## src/sv/fcs_pkg.sv

```systemverilog
// Shared types and constants for the Fourier contour synthesis block.
// Used by every module of the block; depends on nothing.

package fcs_pkg;

    localparam int IDX_W       = 4;
    localparam int SAMPLE_W    = 9;
    localparam int COEF_W      = 32;
    localparam int BASIS_W     = 16;
    localparam int PROD_W      = COEF_W + BASIS_W;
    localparam int IN_TDATA_W  = 144;
    localparam int OUT_TDATA_W = 80;

    localparam logic FUNC_LOAD = 1'b0;
    localparam logic FUNC_EVAL = 1'b1;

    localparam logic [63:0] HALF_PI_Q30 = 64'd1686629713;
    localparam logic [63:0] ONE_Q30     = 64'd1 << 30;

    typedef struct packed {
        logic signed [COEF_W-1:0] y_sin;
        logic signed [COEF_W-1:0] y_cos;
        logic signed [COEF_W-1:0] x_sin;
        logic signed [COEF_W-1:0] x_cos;
    } fcs_coef_t;

    typedef struct packed {
        logic clear;
        logic mul_en;
    } fcs_mac_ctrl_t;

endpackage

```

## src/sv/fcs_coef_store.sv

```systemverilog
// Coefficient store: one four-coefficient entry per harmonic slot.
// Per-slot valid bits make unwritten slots read as zero; uses fcs_pkg.

module fcs_coef_store #(
    parameter int HARMONICS = 16,
    parameter int SW        = 4
) (
    input  logic                clk,
    input  logic                rst_n,
    input  logic                wr_en,
    input  logic [SW-1:0]       wr_addr,
    input  fcs_pkg::fcs_coef_t  wr_data,
    input  logic [SW-1:0]       rd_addr,
    output fcs_pkg::fcs_coef_t  rd_data
);

    fcs_pkg::fcs_coef_t mem [HARMONICS];
    fcs_pkg::fcs_coef_t data_reg;
    logic [HARMONICS-1:0] valid_reg;
    logic                 hit_reg;

    always_ff @(posedge clk)
    begin
        if (wr_en)
        begin
            mem[wr_addr] <= wr_data;
        end
        data_reg <= mem[rd_addr];
    end

    always_ff @(posedge clk or negedge rst_n)
    begin
        if (!rst_n)
        begin
            valid_reg <= '0;
            hit_reg   <= 1'b0;
        end
        else
        begin
            if (wr_en)
            begin
                valid_reg[wr_addr] <= 1'b1;
            end
            hit_reg <= valid_reg[rd_addr];
        end
    end

    assign rd_data = hit_reg ? data_reg : '0;

endmodule

```

## config.mk

```make
export PLATFORM = sky130hd
export DESIGN_NAME = fcs_coef_store
export DESIGN_NICKNAME = d
export VERILOG_FILES = /design/src/sv/fcs_pkg.sv /design/src/sv/fcs_coef_store.sv
export SDC_FILE = /design/constraint.sdc
export NUM_CORES = 2
export LEC_CHECK = 0
export BUFFER_PORTS_ARGS = -buffer_cell sky130_fd_sc_hd__buf_2
export CAP_MARGIN = 5
export CORE_AREA = 2 2 303 455
export CTS_BUF_LIST = sky130_fd_sc_hd__clkbuf_8 sky130_fd_sc_hd__clkbuf_16
export CTS_CLUSTER_SIZE = 30
export DETAILED_ROUTE_END_ITERATION = 10
export DIE_AREA = 0 0 305 457
export HOLD_SLACK_MARGIN = 0.06
export PLACE_DENSITY = 0.81
export SLEW_MARGIN = 20
export SYNTH_ARGS = -nofsm -noshare
export SYNTH_HDL_FRONTEND = slang
export SYNTH_SLANG_ARGS = --single-unit
```

## constraint.sdc

```tcl
create_clock -name clk -period 1.8 [get_ports clk]
set_input_delay 0.27 -clock clk [delete_from_list [all_inputs] [get_ports clk]]
set_output_delay 0.27 -clock clk [all_outputs]
set_load 0.01 [all_outputs]
```

==> flow_summary.ini <==
[outcome]
outcome = complete, but fails checks
violations = negative setup slack

[routing]
wl_mm = 215
postRouteAntennaNets = 0
avgViaCountPerCell = 6.77
avgRoutedWirePerCell_um = 34.4
firstDrtPassIters = 6
drt_iter0_markers = 5627
drc = 0
vias = 42352

[logic_synthesis]
yosysTopAreaCellShare_pct = 76.0
ys_types = 25
synth_commonest_cells = 2048 x edfxtp_1, 464 x mux4_2, 226 x a22oi_1, 130 x and2_1, 128 x dfxtp_1
synth_area_leader_cell = edfxtp_1
synth_fp_nets = 3689
ys_warn_count = 0
post-synth-top-count-cell = edfxtp_1
ys_ff_latch = 2193
synthesis.area_mm2 = 0.0809
async_flop_share_pct = 0.775
syn_inst = 3550
syn-mean-instance-area_um2 = 22.8
synthTopCellsByArea = edfxtp_1 76%, mux4_2 13%, dfxtp_1 3.2%, a22oi_1 2.1%, mux2_2 1.4%
synth_edf_count = 2048
synthFlopType = edfxtp_1
seq_area_frac_synth_pct = 79.7

[floorplanning]
core_mm2 = 0.136
dieArea_mm2 = 0.139
pin_count = 267
start_util_pct = 59.6
num_rows = 166
die_w_um = 305
die_height_um = 457

[global_routing]
met1_usage_pct = 38.7
grt_pass1_wl_mm = 309
grt-busiest-layer = met2
grt_max_degree = 55
gr-usage-met2_pct = 52.7
grt_antenna_before_repair = 27
use_met3_pct = 6.22
grt_pass1_vias = 44066
grt-ovfl-total = 0
track_usage_pct = 31.1

[timing]
clock.fmax_mhz = 423
maxSlewHeadroom_pct = 46.6
finalMaxSlewViolations = 0
period_share_pct = 131
finClkSkew_ns = 0.0269
final_hold_viol_count = 0
setup_violations = 128
worst_slew_pin_slew_ns = 0.798
layout_setup_ws_ns = -0.564
finalSetupTns_ns = -62.68
rsz0062_at_grt = true
holdWs_ns = 0.0663
period_minus_slack_ns = 2.36

[clock_tree]
cts_buffers = 181
cts_sinks = 2193
clk_latency_ns = 0.84
clock_path_buffers = 3
cts_tree = built
h-tree-depth = 4
clkSlewWorstSetupHoldPaths_ns = 0.07
clock-root-buffer = clkbuf_16

[layout]
final_core_util_pct = 71.5
largest_reg_flops = 2048
fillers = 7028
area_growth_pct = 19.9
regArea_mm2 = 0.0645
multi_input_area_mm2 = 0.0158
drive_gt1_share_pct = 36.4
layout.nets = 4456

[placed_design]
place_hpwl_mm = 115
pre_cts_slack_ns = -0.233
gp_congestion = 0.794
io_buffers = 266

[worst_setup_path]
critical_path_class = flop to primary output
startpoint_type = flop
crit_start = hit_reg$_DFF_PN0_
rr_worst_depth = 3
cpMaxStageDelayCell = dfrtp_4
critical_path_arrival_ns = 2.09
worstPathRequired_ns = 1.53
max_stage_delay_ns = 0.50
cp_cell_sequence = buf_12 > buf_12 > buf_16 > and2_4 > buf_6
crit_top_cell = buf_12
cp-end-kind = primary output
rr_startpoint = mem[5][122]$_DFFE_PP_
crit_fanout = 6

[worst_hold_path]
hold_class = primary input to flop
hold_depth = 4
hold_path_startpoint = rd_addr[1]

[power]
vdd.ir_drop.worst_mv = 1.09
p_total_mw = 106
p_leak_nw = 32.4
p_per_area_mw_per_mm2 = 1090

[job]
maxCapViolations = 0
metal layers:
metal	share of wire, %	vias to the layer above
met5	0.079	-
met4	5.1	24
li1	-	16466
met2	52	3285
met1	33	21907
met3	11	670
area by class of cell:
class | instances | share of cell area (%)
well taps | 1764 | 2.27
clock buffers | 208 | 5.10
diodes | 20 | 0.0516
multi-input cells | 1164 | 16.3
flip-flops and latches | 2193 | 66.5
clock inverters | 134 | 1.19
repair buffers | 777 | 8.60
worst max-delay path, delay by kind of cell (launching register included):
kind,cells,cell delay [ns]
AND/OR/NAND/NOR,1,0.16
buffers and inverters,4,0.59
flip-flops,1,0.50
through the flow:
step	instances	area (um^2)
6_report	6260	97000
3_5_place_dp	5751	88500
5_1_grt	6250	97000
2_1_floorplan	3550	81100
4_1_cts	6238	96800
3_3_place_gp	5751	88500
repair_timing:
| item | in CTS | in global routing |
|---|---|---|
| gates resized for setup | 147 | 42 |
| setup endpoints to repair | 128 | 128 |
| cloned | 8 | 1 |
| hold buffers | 131 | 0 |
| buffers inserted | 6 | 0 |
| hold endpoints to repair | 2069 | 0 |
cells by family (layout without fill, tap and decap cells):
group,count (synthesis),in the layout,synth area share [%]
other,0,20,0
buffers and inverters,193,1119,1.26
and+or+nand+nor,286,286,1.84
DFF,2193,2193,79.7
muxes,574,574,14.4
AOI/OAI and AO/OA,304,304,2.75
cells in the final DEF, fill, tap and decap left out, types with 5 or more instances in the layout:
cell type,Yosys,routed
clkbuf_16,0,186
o21ai_1,20,20
buf_12,0,174
buf_6,12,63
buf_4,34,193
buf_2,60,200
clkinvlp_4,0,5
mux2_2,104,104
dlygate4sd3_1,0,131
clkinv_4,0,5
clkinv_1,0,19
clkinv_8,0,7
a22oi_1,226,226
bufinv_16,0,14
and2_1,130,36
nand2_1,106,106
and2_4,0,92
inv_1,0,46
clkinv_2,0,29
o221ai_1,26,26
dfrtp_1,17,16
mux2i_1,6,6
o22ai_1,32,32
buf_16,0,11
dfxtp_1,128,128
nor2_4,0,14
clkbuf_8,0,23
or2_2,18,18
mux4_2,464,464
diode_2,0,20
edfxtp_1,2048,2048
where the power goes:
group / internal (mW) / total, mW / switching (mW) / leakage [nW]
registers: 57.1 / 57.6 / 0.582 / 19.8
logic: 3.89 / 8.27 / 4.38 / 9.49
clock network: 21.8 / 40.2 / 18.4 / 3.17
final timing paths:
path	end	slack, ns
worst max-delay path	rd_data[123]	-0.56
min in group asynchronous	valid_reg[0]$_DFFE_PN0P_	0.69
worst min register to register	valid_reg[5]$_DFFE_PN0P_	0.47
worst min-delay path	data_reg[123]$_DFF_P_	0.07
max in group asynchronous	hit_reg$_DFF_PN0_	0.52
worst max register to register	data_reg[122]$_DFF_P_	0.29
(Power assumes the default switching activity.)
